[src/rtl/dfr_pkg.sv]
// Shared types, constants and helpers of the length-prefixed frame deframer.
package dfr_pkg;

  // Header layout
  localparam int HEADER_BYTES = 10;
  localparam int MAGIC_LEN    = 6;
  localparam int HDR_CNT_W    = $clog2(HEADER_BYTES);
  localparam int IDX_VERSION  = 6;
  localparam int IDX_MODE     = 7;
  localparam int IDX_METHOD   = 8;
  localparam int IDX_TOTAL    = 9;

  // Header legality limits
  localparam logic [3:0] MODE_MAX   = 4'h3;
  localparam logic [7:0] METHOD_MAX = 8'h09;

  // Result queue depth between parser and output stage
  localparam int QUEUE_DEPTH = 4;

  // Event codes
  localparam logic [2:0] EV_PAYLOAD    = 3'd0;
  localparam logic [2:0] EV_NO_DATA    = 3'd1;
  localparam logic [2:0] EV_ILLEGAL    = 3'd2;
  localparam logic [2:0] EV_HEARTBEAT  = 3'd3;
  localparam logic [2:0] EV_BAD_MAGIC  = 3'd4;
  localparam logic [2:0] EV_TOO_MANY   = 3'd5;
  localparam logic [2:0] EV_EMPTY_FRM  = 3'd6;

  // Configuration register indexes and reset values
  localparam logic CFG_HEARTBEAT  = 1'b0;
  localparam logic CFG_MAX_FRAMES = 1'b1;
  localparam logic [3:0] HEARTBEAT_RST  = 4'd0;
  localparam logic [7:0] MAX_FRAMES_RST = 8'd16;

  // One result item as it travels through the queue
  typedef struct packed {
    logic [2:0] event_res;
    logic [7:0] data;
    logic       frame_last;
    logic       package_last;
    logic       request_last;
    logic [7:0] version_byte;
    logic [7:0] mode_byte;
    logic [7:0] method_code;
    logic [7:0] package_total;
  } dfr_item_t;

  // Parser output toward the queue
  typedef struct packed {
    logic      valid;
    dfr_item_t item;
  } dfr_res_t;

  // Expected magic byte at a header position
  function automatic logic [7:0] magic_byte(input logic [HDR_CNT_W-1:0] idx);
    logic [7:0] m;
    case (idx)
      HDR_CNT_W'(0): m = 8'h23;
      HDR_CNT_W'(1): m = 8'h4D;
      HDR_CNT_W'(2): m = 8'h46;
      HDR_CNT_W'(3): m = 8'h50;
      HDR_CNT_W'(4): m = 8'h54;
      HDR_CNT_W'(5): m = 8'h50;
      default:       m = 8'h00;
    endcase
    return m;
  endfunction

endpackage

[src/rtl/dfr_front.sv]
// Byte parser: header collection, frame control and size decode, payload tagging.
module dfr_front (
  input  logic             clk,
  input  logic             rst_n,
  input  logic             byte_vld,
  input  logic [7:0]       rx_byte,
  input  logic             cfg_we,
  input  logic             cfg_index,
  input  logic [7:0]       cfg_data,
  output dfr_pkg::dfr_res_t res
);

  localparam logic [1:0] PH_HEADER  = 2'd0;
  localparam logic [1:0] PH_CONTROL = 2'd1;
  localparam logic [1:0] PH_SIZE    = 2'd2;
  localparam logic [1:0] PH_PAYLOAD = 2'd3;

  localparam int CW = dfr_pkg::HDR_CNT_W;

  // Control state
  logic [1:0]    phase_r, phase_nxt;
  logic [CW-1:0] cnt_r, cnt_nxt;
  logic [1:0]    size_last_r, size_last_nxt;
  logic          more_r, more_nxt;
  logic [31:0]   rem_r, rem_nxt;
  logic [7:0]    frames_r, frames_nxt;
  logic [7:0]    pkgs_r, pkgs_nxt;
  logic          magic_ok_r, magic_ok_nxt;
  logic [3:0]    hb_code_r;
  logic [7:0]    max_frames_r;

  // Header store (no reset: always fully written before use)
  logic [7:0] hdr_ver_r, hdr_ver_nxt;
  logic [7:0] hdr_mode_r, hdr_mode_nxt;
  logic [7:0] hdr_meth_r, hdr_meth_nxt;
  logic [7:0] hdr_total_r, hdr_total_nxt;

  // Frame-close decision shared by empty frame and last payload byte
  logic [7:0] pkgs_inc;
  logic       close_pl;
  logic       close_rl;

  assign pkgs_inc = pkgs_r + 8'd1;
  assign close_pl = !more_r;
  assign close_rl = !more_r && (pkgs_inc == hdr_total_r);

  always_comb begin
    phase_nxt     = phase_r;
    cnt_nxt       = cnt_r;
    size_last_nxt = size_last_r;
    more_nxt      = more_r;
    rem_nxt       = rem_r;
    frames_nxt    = frames_r;
    pkgs_nxt      = pkgs_r;
    magic_ok_nxt  = magic_ok_r;
    hdr_ver_nxt   = hdr_ver_r;
    hdr_mode_nxt  = hdr_mode_r;
    hdr_meth_nxt  = hdr_meth_r;
    hdr_total_nxt = hdr_total_r;
    res           = '0;

    if (byte_vld) begin
      case (phase_r)
        PH_CONTROL: begin
          size_last_nxt = rx_byte[1:0];
          more_nxt      = |rx_byte[3:2];
          rem_nxt       = '0;
          cnt_nxt       = '0;
          frames_nxt    = frames_r + 8'd1;
          if (frames_nxt > max_frames_r) begin
            phase_nxt          = PH_HEADER;
            res.valid          = 1'b1;
            res.item.event_res = dfr_pkg::EV_TOO_MANY;
          end else begin
            phase_nxt = PH_SIZE;
          end
        end

        PH_SIZE: begin
          rem_nxt = {rem_r[23:0], rx_byte};
          if (cnt_r != CW'(size_last_r)) begin
            cnt_nxt = cnt_r + CW'(1);
          end else begin
            cnt_nxt = '0;
            if (rem_nxt == 32'd0) begin
              // empty frame closes right away
              res.valid             = 1'b1;
              res.item.event_res    = dfr_pkg::EV_EMPTY_FRM;
              res.item.frame_last   = 1'b1;
              res.item.package_last = close_pl;
              res.item.request_last = close_rl;
              if (!more_r) begin
                pkgs_nxt = pkgs_inc;
                if (close_rl) begin
                  phase_nxt = PH_HEADER;
                end else begin
                  frames_nxt = '0;
                  phase_nxt  = PH_CONTROL;
                end
              end else begin
                phase_nxt = PH_CONTROL;
              end
            end else begin
              phase_nxt = PH_PAYLOAD;
            end
          end
        end

        PH_PAYLOAD: begin
          rem_nxt            = rem_r - 32'd1;
          res.valid          = 1'b1;
          res.item.event_res = dfr_pkg::EV_PAYLOAD;
          res.item.data      = rx_byte;
          if (rem_nxt == 32'd0) begin
            res.item.frame_last   = 1'b1;
            res.item.package_last = close_pl;
            res.item.request_last = close_rl;
            if (!more_r) begin
              pkgs_nxt = pkgs_inc;
              if (close_rl) begin
                phase_nxt = PH_HEADER;
                cnt_nxt   = '0;
              end else begin
                frames_nxt = '0;
                phase_nxt  = PH_CONTROL;
              end
            end else begin
              phase_nxt = PH_CONTROL;
            end
          end
        end

        default: begin
          // header collection, magic checked as it arrives
          if (cnt_r < CW'(dfr_pkg::MAGIC_LEN)) begin
            magic_ok_nxt = ((cnt_r == '0) || magic_ok_r) &&
                           (rx_byte == dfr_pkg::magic_byte(cnt_r));
          end
          if (cnt_r == CW'(dfr_pkg::IDX_VERSION)) hdr_ver_nxt   = rx_byte;
          if (cnt_r == CW'(dfr_pkg::IDX_MODE))    hdr_mode_nxt  = rx_byte;
          if (cnt_r == CW'(dfr_pkg::IDX_METHOD))  hdr_meth_nxt  = rx_byte;
          if (cnt_r == CW'(dfr_pkg::IDX_TOTAL))   hdr_total_nxt = rx_byte;
          phase_nxt = PH_HEADER;
          if (cnt_r == CW'(dfr_pkg::HEADER_BYTES - 1)) begin
            cnt_nxt = '0;
            if (!magic_ok_r) begin
              res.valid          = 1'b1;
              res.item.event_res = dfr_pkg::EV_BAD_MAGIC;
            end else if ((hdr_mode_r[7:4] > dfr_pkg::MODE_MAX) ||
                         (hdr_mode_r[3:0] > dfr_pkg::MODE_MAX) ||
                         (hdr_meth_r > dfr_pkg::METHOD_MAX)) begin
              res.valid          = 1'b1;
              res.item.event_res = dfr_pkg::EV_ILLEGAL;
            end else if (hdr_meth_r == {4'd0, hb_code_r}) begin
              res.valid          = 1'b1;
              res.item.event_res = dfr_pkg::EV_HEARTBEAT;
            end else if (rx_byte == 8'd0) begin
              res.valid          = 1'b1;
              res.item.event_res = dfr_pkg::EV_NO_DATA;
            end else begin
              frames_nxt = '0;
              pkgs_nxt   = '0;
              phase_nxt  = PH_CONTROL;
            end
          end else begin
            cnt_nxt = cnt_r + CW'(1);
          end
        end
      endcase
    end

    // every result carries the latest header
    res.item.version_byte  = hdr_ver_nxt;
    res.item.mode_byte     = hdr_mode_nxt;
    res.item.method_code   = hdr_meth_nxt;
    res.item.package_total = hdr_total_nxt;
  end

  // Control registers
  always_ff @(posedge clk) begin
    if (!rst_n) begin
      phase_r     <= PH_HEADER;
      cnt_r       <= '0;
      size_last_r <= '0;
      more_r      <= 1'b0;
      rem_r       <= '0;
      frames_r    <= '0;
      pkgs_r      <= '0;
      magic_ok_r  <= 1'b0;
    end else begin
      phase_r     <= phase_nxt;
      cnt_r       <= cnt_nxt;
      size_last_r <= size_last_nxt;
      more_r      <= more_nxt;
      rem_r       <= rem_nxt;
      frames_r    <= frames_nxt;
      pkgs_r      <= pkgs_nxt;
      magic_ok_r  <= magic_ok_nxt;
    end
  end

  // Header store
  always_ff @(posedge clk) begin
    hdr_ver_r   <= hdr_ver_nxt;
    hdr_mode_r  <= hdr_mode_nxt;
    hdr_meth_r  <= hdr_meth_nxt;
    hdr_total_r <= hdr_total_nxt;
  end

  // Configuration registers
  always_ff @(posedge clk) begin
    if (!rst_n) begin
      hb_code_r    <= dfr_pkg::HEARTBEAT_RST;
      max_frames_r <= dfr_pkg::MAX_FRAMES_RST;
    end else if (cfg_we) begin
      case (cfg_index)
        dfr_pkg::CFG_HEARTBEAT:  hb_code_r    <= cfg_data[3:0];
        dfr_pkg::CFG_MAX_FRAMES: max_frames_r <= cfg_data;
        default: ;
      endcase
    end
  end

endmodule

[src/rtl/dfr_queue.sv]
// Short result queue between the parser and the output stage.
module dfr_queue #(
  parameter int DEPTH = dfr_pkg::QUEUE_DEPTH
) (
  input  logic               clk,
  input  logic               rst_n,
  input  logic               wr_en,
  input  dfr_pkg::dfr_item_t wr_item,
  input  logic               rd_en,
  output dfr_pkg::dfr_item_t rd_item,
  output logic               not_empty,
  output logic               full
);

  localparam int PW = (DEPTH > 1) ? $clog2(DEPTH) : 1;
  localparam int CW = $clog2(DEPTH + 1);

  dfr_pkg::dfr_item_t mem_r [DEPTH];
  logic [PW-1:0] wr_ptr_r, rd_ptr_r;
  logic [CW-1:0] count_r;

  assign rd_item   = mem_r[rd_ptr_r];
  assign not_empty = (count_r != '0);
  assign full      = (count_r == CW'(DEPTH));

  // Entry storage
  always_ff @(posedge clk) begin
    if (wr_en) begin
      mem_r[wr_ptr_r] <= wr_item;
    end
  end

  // Pointers and fill count
  always_ff @(posedge clk) begin
    if (!rst_n) begin
      wr_ptr_r <= '0;
      rd_ptr_r <= '0;
      count_r  <= '0;
    end else begin
      if (wr_en) begin
        wr_ptr_r <= (wr_ptr_r == PW'(DEPTH - 1)) ? '0 : wr_ptr_r + PW'(1);
      end
      if (rd_en) begin
        rd_ptr_r <= (rd_ptr_r == PW'(DEPTH - 1)) ? '0 : rd_ptr_r + PW'(1);
      end
      if (wr_en && !rd_en) begin
        count_r <= count_r + CW'(1);
      end else if (rd_en && !wr_en) begin
        count_r <= count_r - CW'(1);
      end
    end
  end

endmodule

[src/rtl/dfr_back.sv]
// Output stage: holds the oldest result and splits the header fields.
module dfr_back (
  input  logic               clk,
  input  logic               rst_n,
  input  logic               q_not_empty,
  input  dfr_pkg::dfr_item_t q_item,
  output logic               q_rd_en,
  input  logic               out_pop,
  output logic               out_empty,
  output logic [2:0]         out_event_res,
  output logic [7:0]         out_data,
  output logic               out_frame_last,
  output logic               out_package_last,
  output logic               out_request_last,
  output logic [3:0]         out_version,
  output logic [3:0]         out_revision,
  output logic [3:0]         out_compress_mode,
  output logic [3:0]         out_encrypt_mode,
  output logic [7:0]         out_method_code,
  output logic [7:0]         out_package_total
);

  logic               vld_r;
  dfr_pkg::dfr_item_t item_r;

  // Refill whenever the held item leaves or none is held
  assign q_rd_en = q_not_empty && (!vld_r || out_pop);

  always_ff @(posedge clk) begin
    if (!rst_n) begin
      vld_r <= 1'b0;
    end else if (q_rd_en) begin
      vld_r <= 1'b1;
    end else if (out_pop) begin
      vld_r <= 1'b0;
    end
  end

  always_ff @(posedge clk) begin
    if (q_rd_en) begin
      item_r <= q_item;
    end
  end

  // Field split toward the ports
  assign out_empty         = !vld_r;
  assign out_event_res     = item_r.event_res;
  assign out_data          = item_r.data;
  assign out_frame_last    = item_r.frame_last;
  assign out_package_last  = item_r.package_last;
  assign out_request_last  = item_r.request_last;
  assign out_version       = item_r.version_byte[7:4];
  assign out_revision      = item_r.version_byte[3:0];
  assign out_compress_mode = item_r.mode_byte[7:4];
  assign out_encrypt_mode  = item_r.mode_byte[3:0];
  assign out_method_code   = item_r.method_code;
  assign out_package_total = item_r.package_total;

endmodule

[src/rtl/length_prefixed_frame_deframer.sv]
// Top level of the length-prefixed frame deframer. Takes one received byte per
// clock while in_full is low and gives at most one result item per byte: payload
// bytes tagged with frame, package and request closure, and header or framing
// events. The parser handles every byte in the cycle it is accepted, so the
// sustained rate is one byte per cycle; a result enters the result queue at the
// edge that accepts its byte and reaches the output ports through the output
// register. full rises only when the QUEUE_DEPTH-entry result queue is full,
// which happens only while the consumer holds off pop. The header fields on
// every result are those of the most recently gathered header. The user must
// write configuration only while idle; the block does not enforce it.
module length_prefixed_frame_deframer #(
  parameter int QUEUE_DEPTH = dfr_pkg::QUEUE_DEPTH
) (
  input  logic       clk,
  input  logic       rst_n,
  input  logic       in_push,
  output logic       in_full,
  input  logic [7:0] in_rx_byte,
  output logic       out_empty,
  input  logic       out_pop,
  output logic [2:0] out_event_res,
  output logic [7:0] out_data,
  output logic       out_frame_last,
  output logic       out_package_last,
  output logic       out_request_last,
  output logic [3:0] out_version,
  output logic [3:0] out_revision,
  output logic [3:0] out_compress_mode,
  output logic [3:0] out_encrypt_mode,
  output logic [7:0] out_method_code,
  output logic [7:0] out_package_total,
  input  logic       cfg_we,
  input  logic       cfg_index,
  input  logic [7:0] cfg_data
);

  dfr_pkg::dfr_res_t  res;
  dfr_pkg::dfr_item_t q_item;
  logic               q_full;
  logic               q_not_empty;
  logic               q_rd_en;

  assign in_full = q_full;

  // Front: parse accepted bytes
  dfr_front u_front (
    .clk       (clk),
    .rst_n     (rst_n),
    .byte_vld  (in_push && !q_full),
    .rx_byte   (in_rx_byte),
    .cfg_we    (cfg_we),
    .cfg_index (cfg_index),
    .cfg_data  (cfg_data),
    .res       (res)
  );

  // Queue between parser and output
  dfr_queue #(
    .DEPTH (QUEUE_DEPTH)
  ) u_queue (
    .clk       (clk),
    .rst_n     (rst_n),
    .wr_en     (res.valid),
    .wr_item   (res.item),
    .rd_en     (q_rd_en),
    .rd_item   (q_item),
    .not_empty (q_not_empty),
    .full      (q_full)
  );

  // Back: output register
  dfr_back u_back (
    .clk               (clk),
    .rst_n             (rst_n),
    .q_not_empty       (q_not_empty),
    .q_item            (q_item),
    .q_rd_en           (q_rd_en),
    .out_pop           (out_pop),
    .out_empty         (out_empty),
    .out_event_res     (out_event_res),
    .out_data          (out_data),
    .out_frame_last    (out_frame_last),
    .out_package_last  (out_package_last),
    .out_request_last  (out_request_last),
    .out_version       (out_version),
    .out_revision      (out_revision),
    .out_compress_mode (out_compress_mode),
    .out_encrypt_mode  (out_encrypt_mode),
    .out_method_code   (out_method_code),
    .out_package_total (out_package_total)
  );

endmodule

[config.mk]
export PLATFORM = sky130hd
export DESIGN_NAME = length_prefixed_frame_deframer
export DESIGN_NICKNAME = d
export VERILOG_FILES = /design/src/rtl/dfr_pkg.sv /design/src/rtl/dfr_front.sv /design/src/rtl/dfr_queue.sv /design/src/rtl/dfr_back.sv /design/src/rtl/length_prefixed_frame_deframer.sv
export SDC_FILE = /design/constraint.sdc
export NUM_CORES = 1
export LEC_CHECK = 0
export BUFFER_PORTS_ARGS = -buffer_cell sky130_fd_sc_hd__buf_2
export CAP_MARGIN = 5
export CORE_AREA = 2 2 174 176
export DETAILED_ROUTE_END_ITERATION = 8
export DIE_AREA = 0 0 176 178
export PLACE_DENSITY = 0.74
export SLEW_MARGIN = 15
export SYNTH_ARGS = -nofsm -noshare
export SYNTH_HDL_FRONTEND = slang
export SYNTH_SLANG_ARGS = --single-unit
[constraint.sdc]
create_clock -name clk -period 4.76 [get_ports clk]
set_clock_uncertainty 0.2 [all_clocks]
set_input_delay 0.476 -clock clk [delete_from_list [all_inputs] [get_ports clk]]
set_output_delay 0.476 -clock clk [all_outputs]
set_load 0.05 [all_outputs]
Word level (Yosys, flattened, before mapping)
Memory sizes are Yosys's and may differ from the RTL's. A register that Yosys moved wholly into a read port is not among the register bits. Index checks and enable logic that the tools add are counted.

Bits in writable memories: 184. Memory bits (read-only): 0. Bits in latches: 0. Output and inout port bits: 48. Memories kept: 1. Flip-flop bits (word level): 110. Input port bits: 22.

Memory list: u_queue.mem_r (depth 4, width 46, rd ports 1, clocked after memory_dff 1, write ports 1, line dfr_queue.sv:18) `dfr_pkg::dfr_item_t mem_r [DEPTH];`.

Reduce and logical (&&, ||, !) cells: 39. $add $sub $neg: 8. Muxes and demuxes: 74. Equal/unequal tests: 30. Shift operators: 0. Multipliers: 0. Div/mod/pow operators: 0. Bitwise operators: 3. $lt $le $gt $ge: 5.

Operators by type and width (count): $mux 8 (30); $pmux 32 s3 (1); $logic_not 32->1 (2); $mux 4 (13); $pmux 8 s3 (2); $pmux 7 s5 (1); $sub 32x1->32 const B (1); $pmux 4 s3 (2); $mux 2 (10); $add 8x1->8 const B (2); $eq 4x3->1 const B (4); $eq 8x8->1 (2); $mux 15 (1); $mux 3 (5); $ne 4x4->1 const B (3); $reduce_bool 3->1 (4); $reduce_and 10->1 (1); $ne 3x3->1 const B (3); $reduce_and 9->1 (1); $eq 2x2->1 const B (4); $eq 4x2->1 const B (2); $eq 4x4->1 const B (2); $eq 8x4->1 (1); $gt 4x2->1 const B (2); other kinds (29) (60).

Longest topological paths before layout
Depth in word-level cells: 12. Depth in mapped cells: 15.

Cells and area by module
A second synthesis with hierarchy kept.

Cell total of the unflattened synthesis: 1177. Area total of the unflattened synthesis: 15160.8 um^2.

Modules (own cells, without submodules): dfr_queue (seq. area each 5705.5 um^2, area each 7159.4 um^2, cells each 284, instances 1); dfr_front (seq. area each 2042.0 um^2, area each 6555.0 um^2, cells each 841, instances 1); dfr_back (seq. area each 1401.3 um^2, area each 1432.6 um^2, cells each 51, instances 1); length_prefixed_frame_deframer (seq. area each 0.0 um^2, area each 13.8 um^2, cells each 1, instances 1).

Worst setup path after synthesis
No wires, ideal clock.

Path type: input to register. Start point: input port out_pop. End point: register u_queue.count_r[2]. Arrival time: 4.284 ns. Required time: 4.490 ns. Cell stages on the path: 9. Buffers on the path: 0. Setup slack: 0.205 ns. Cells stage by stage: inv_1 a21oi_1 inv_1 ha_1 inv_1 fa_1 xor2_1 or3_1 a21oi_1.

Word-level cells in the longest chain between the ends: 5. Elaborated cells on any way between the ends: 7. Classes of those cells: 1 x mux; 6 x reduce/logical.

Ends and longest elaborated chain: start: declaration (line length_prefixed_frame_deframer.sv:20) `input logic out_pop,`; $logic_or 1x1->1 * (line dfr_back.sv:27) `assign q_rd_en = q_not_empty && (!vld_r || out_pop);`; $logic_and 1x1->1 * (line dfr_back.sv:27); via q_rd_en (line length_prefixed_frame_deframer.sv:41) `logic q_rd_en;`; $logic_not 1->1 (line dfr_queue.sv:46) `if (wr_en && !rd_en) begin`; $logic_and 1x1->1 (line dfr_queue.sv:46); $mux 3 or $reduce_bool 2->1 (tied branches); end signal: assignment (line dfr_queue.sv:47) `count_r <= count_r + CW'(1);`; end signal: assignment (line dfr_queue.sv:49) `count_r <= count_r - CW'(1);`; end: declaration (line dfr_queue.sv:20) `logic [CW-1:0] count_r;`.

The timed path passes the listed nets; every way through them passes the cells marked *. A chain may end at the register's enable or synchronous reset.

Final worst setup path
Start point: register u_front.rem_r[0]. End point: register u_front.frames_r[2].

Word-level cells in the longest chain between the ends: 4. Elaborated cells on any way between the ends: 6. Classes of those cells: 1 x add/sub; 2 x eq/ne; 3 x reduce/logical.

Ends and longest elaborated chain: start: declaration (line dfr_front.sv:25) `logic [31:0] rem_r, rem_nxt;`; start signal: assignment (line dfr_front.sv:195) `rem_r <= rem_nxt;`; $sub 32x1->32 (line dfr_front.sv:110) `rem_nxt = rem_r - 32'd1;`; $logic_not 32->1 (line dfr_front.sv:114) `if (rem_nxt == 32'd0) begin`; $ne 2x1->1 (no source line); $reduce_and 9->1 (no source line) *; end signal: assignment (line dfr_front.sv:196) `frames_r <= frames_nxt;`; end: declaration (line dfr_front.sv:26) `logic [7:0] frames_r, frames_nxt;`.

Every way passes the cells marked *; elsewhere a longest branch is shown, timed or not.

==> flow_metrics.env <==
export IMPL_power_density_nw_per_um2=488
export IMPL_io_buffers=69
export IMPL_grt_setup_unrepaired="false"
export IMPL_cts_root_buf="clkbuf_16"
export IMPL_slew_viol_final=0
export IMPL_clock_sinks=340
export IMPL_synth_flop_cell="edfxtp_1"
export IMPL_viasPerCell=5.89
export IMPL_num_rows=63
export IMPL_drc=0
export IMPL_grt_pass1_vias=9041
export IMPL_worst_pin_slew_ns=1.01
export IMPL_die_area_um2=31300
export IMPL_drv_cap=0
export IMPL_synth_distinct_cells=69
export IMPL_antenna_found_initial=1
export IMPL_fp_dieH_um=178
export IMPL_syn_num_nets=1153
export IMPL_period_needed_ns=4.48
export IMPL_crit_family="simple AND/OR/NAND/NOR gates"
export IMPL_synth_largest_area_cell="edfxtp_1"
export IMPL_yosysWarningCount=0
export IMPL_slowest_delay_ns=0.82
export IMPL_worstPathArrival_ns=4.67
export IMPL_setup_slack_ns=0.277
export IMPL_fp_dieW_um=176
export IMPL_dr_pass1_iters=5
export IMPL_peakVddDrop_mv=0.251
export IMPL_h_tree_depth=2
export IMPL_dp_slack_ns=0.354
export IMPL_wl_per_cell_um=19.6
export IMPL_regToRegSetupSlack_ns=0.28
export IMPL_async_flop_share_pct=0
export IMPL_insertion_delay_ns=0.53
export IMPL_vias=9389
export IMPL_crit_chain="inv_1 -> ha_1 -> or4b_2 -> or4_1 -> o21a_1 -> nor4b_2 -> nor4b_4 -> a21oi_2 -> or4b_1 -> mux2i_1"
export IMPL_critPathBufInv=1
export IMPL_grt_total_usage_pct=20.3
export IMPL_path_clk_slew_ns=0.06
export IMPL_ys_seq_area_share_pct=62.6
export IMPL_drt_total_wl_um=31300
export IMPL_cp_start_kind="flop"
export IMPL_slew_headroom_pct=32.0
export IMPL_drt_iter0_markers=937
export IMPL_ys_ff_latch=340
export IMPL_cp_end_kind="flop"
export IMPL_worstHoldStart="out_pop"
export IMPL_avgSynthCellArea_um2=13.2
export IMPL_rr_worst_depth=10
export IMPL_area_growth_syn_to_layout_pct=14.5
export IMPL_cts_resized=0
export IMPL_clock_fmax_mhz=223
export IMPL_post_cts_buffers=0
export IMPL_synth_area_top_cells="edfxtp_1 47%, dfxtp_1 15%, mux4_2 7.1%"
export IMPL_setup_tns_ns=0
export IMPL_crit_type="reg -> reg"
export IMPL_clock_path_buffers=3
export IMPL_yosysMostFrequentCell="edfxtp_1"
export IMPL_setup_viol=0
export IMPL_min_period_over_period_pct=94.2
export IMPL_path_depth=10
export IMPL_drive_gt1_share_pct=20.6
export IMPL_min_to="u_back.vld_r"
export IMPL_grt_max_degree=48
export IMPL_cp_required_ns=4.95
export IMPL_reg2reg_to="u_front.frames_r[2]"
export IMPL_hold_viol_final=0
export IMPL_cts_tree="yes"
export IMPL_post_dp_hpwl_um=19600
export IMPL_netlist_top_cells_count="230 x edfxtp_1, 110 x dfxtp_1, 100 x nand2_1, 65 x nor2_1, 50 x clkbuf_1"
export IMPL_syn_area_um2=14600
export IMPL_num_io_pins=70
export IMPL_status="finished clean"
export IMPL_synth_edf_count=230
export IMPL_fp_coreArea_um2=29400
export IMPL_syn_inst=1103
export IMPL_cpMaxStageDelayCell="or4b_1"
export IMPL_ant_nets=0
export IMPL_start_util_pct=49.5
export IMPL_nets=1224
export IMPL_cp_max_fo=18
export IMPL_place_gp_congestion=0.877
export IMPL_p_leak_nw=6.23
export IMPL_cts_buffers=36
export IMPL_yosysTopAreaCellShare_pct=47.5
export IMPL_grt_pass1_wl_um=49700
export IMPL_hold_depth=4
export IMPL_hp_class="in -> reg"
export IMPL_rr_startpoint="u_front.rem_r[0]"
export IMPL_globalRoute_totalOverflow=0
==> what timing repair did <==
item                                    CTS  global route
endpoints found under the hold margin    10             0
hold buffers                              8             0
endpoints found under the setup margin    0             0
==> logic make-up (layout without fill, tap and decap cells) <==
| kind of cell | Yosys count | after routing | share of synthesized area (%) |
|---|---|---|---|
| xor gates and xnor gates | 40 | 40 | 2.41 |
| and+or+nand+nor | 333 | 333 | 11.7 |
| adders and majority gates | 28 | 28 | 2.46 |
| DFF | 340 | 340 | 62.6 |
| muxes | 91 | 91 | 10.5 |
| other | 0 | 1 | 0 |
| AOI/OAI and AO/OA | 175 | 175 | 7.85 |
| buffers and inverters | 96 | 195 | 2.55 |
==> layout by cell type (no fill, tap or decap), types with 27 or more instances in the layout <==
cell,instances
buf_2,69
nand3_1,29
o21ai_0,39
clkbuf_16,36
ha_1,27
nor2_1,64
a21oi_1,48
inv_1,28
nand2_1,100
edfxtp_1,230
mux4_2,46
mux2_2,29
dfxtp_1,108
nor3_1,30
==> where the power goes <==
part | leakage (nW) | switching, mW | total, mW | internal (mW)
registers | 3.28 | 0.185 | 3.66 | 3.47
logic | 2.34 | 1.19 | 1.64 | 0.448
clock network | 0.603 | 1.16 | 2.84 | 1.69
==> worst max-delay path by stage <==
stage                           from                   to  slack, ns
finish              u_front.rem_r[0]  u_front.frames_r[2]       0.28
global route        u_front.rem_r[0]  u_front.frames_r[2]       0.05
CTS                 u_front.rem_r[0]  u_front.frames_r[2]       0.31
detailed placement  u_front.rem_r[0]  u_front.frames_r[2]       0.35
global placement       in_rx_byte[3]   u_queue.count_r[2]       0.43
floorplan                    out_pop   u_queue.count_r[2]       0.21
==> per-layer routing <==
metal  share of wire, %  global-route usage (%)  routed length [um]
met5                  0                       0                   0
met4                2.3                    6.34                 725
met1                 45                    28.0               13900
met3                5.6                    3.24                1760
met2                 48                    33.2               14900
==> worst min-delay path: stages <==
cell and delay, ns:
buf_2 0.09, inv_1 0.07, nand2_1 0.07, a21oi_1 0.05
==> flip-flops by register name, indices dropped and copies added, names as in the netlist, 3 cells and up <==
register / count
u_back.out_compress_mode: 4
u_back.out_data: 8
u_back.out_encrypt_mode: 4
u_back.out_event_res: 3
u_back.out_method_code: 8
u_back.out_package_total: 8
u_back.out_revision: 4
u_back.out_version: 4
u_front.cnt_r: 4
u_front.frames_r: 8
u_front.hb_code_r: 4
u_front.hdr_meth_r: 8
u_front.hdr_mode_r: 8
u_front.hdr_total_r: 8
u_front.hdr_ver_r: 8
u_front.max_frames_r: 8
u_front.pkgs_r: 8
u_front.rem_r: 32
u_queue.count_r: 3
u_queue.mem_r: 184
==> through the flow <==
step / hold slack, ns / instances / utilization (%) / cell area, um^2 / power (mW)
finish: 0.0685 / 1593 / 56.7 / 16700 / 8.14
global route: 0.0747 / 1592 / 56.7 / 16700 / 8.42
CTS: 0.0472 / 1592 / 56.7 / 16700 / 8.22
detailed placement: 0.249 / 1518 / 52.3 / 15400 / 5.38
global placement: 0.245 / 1518 / 52.3 / 15400 / 5.35
floorplan: 0.236 / 1103 / - / 14600 / 4.97
==> final cells by class <==
class,count,area [um^2]
flip-flops and latches,340,9110
multi-input cells,667,5090
inverters,29,109
clock buffers,41,920
well taps,390,488
diodes,1,2.50
repair buffers,100,648
fillers,2307,12700
clock inverters,25,293
(Power assumes the default switching activity.)
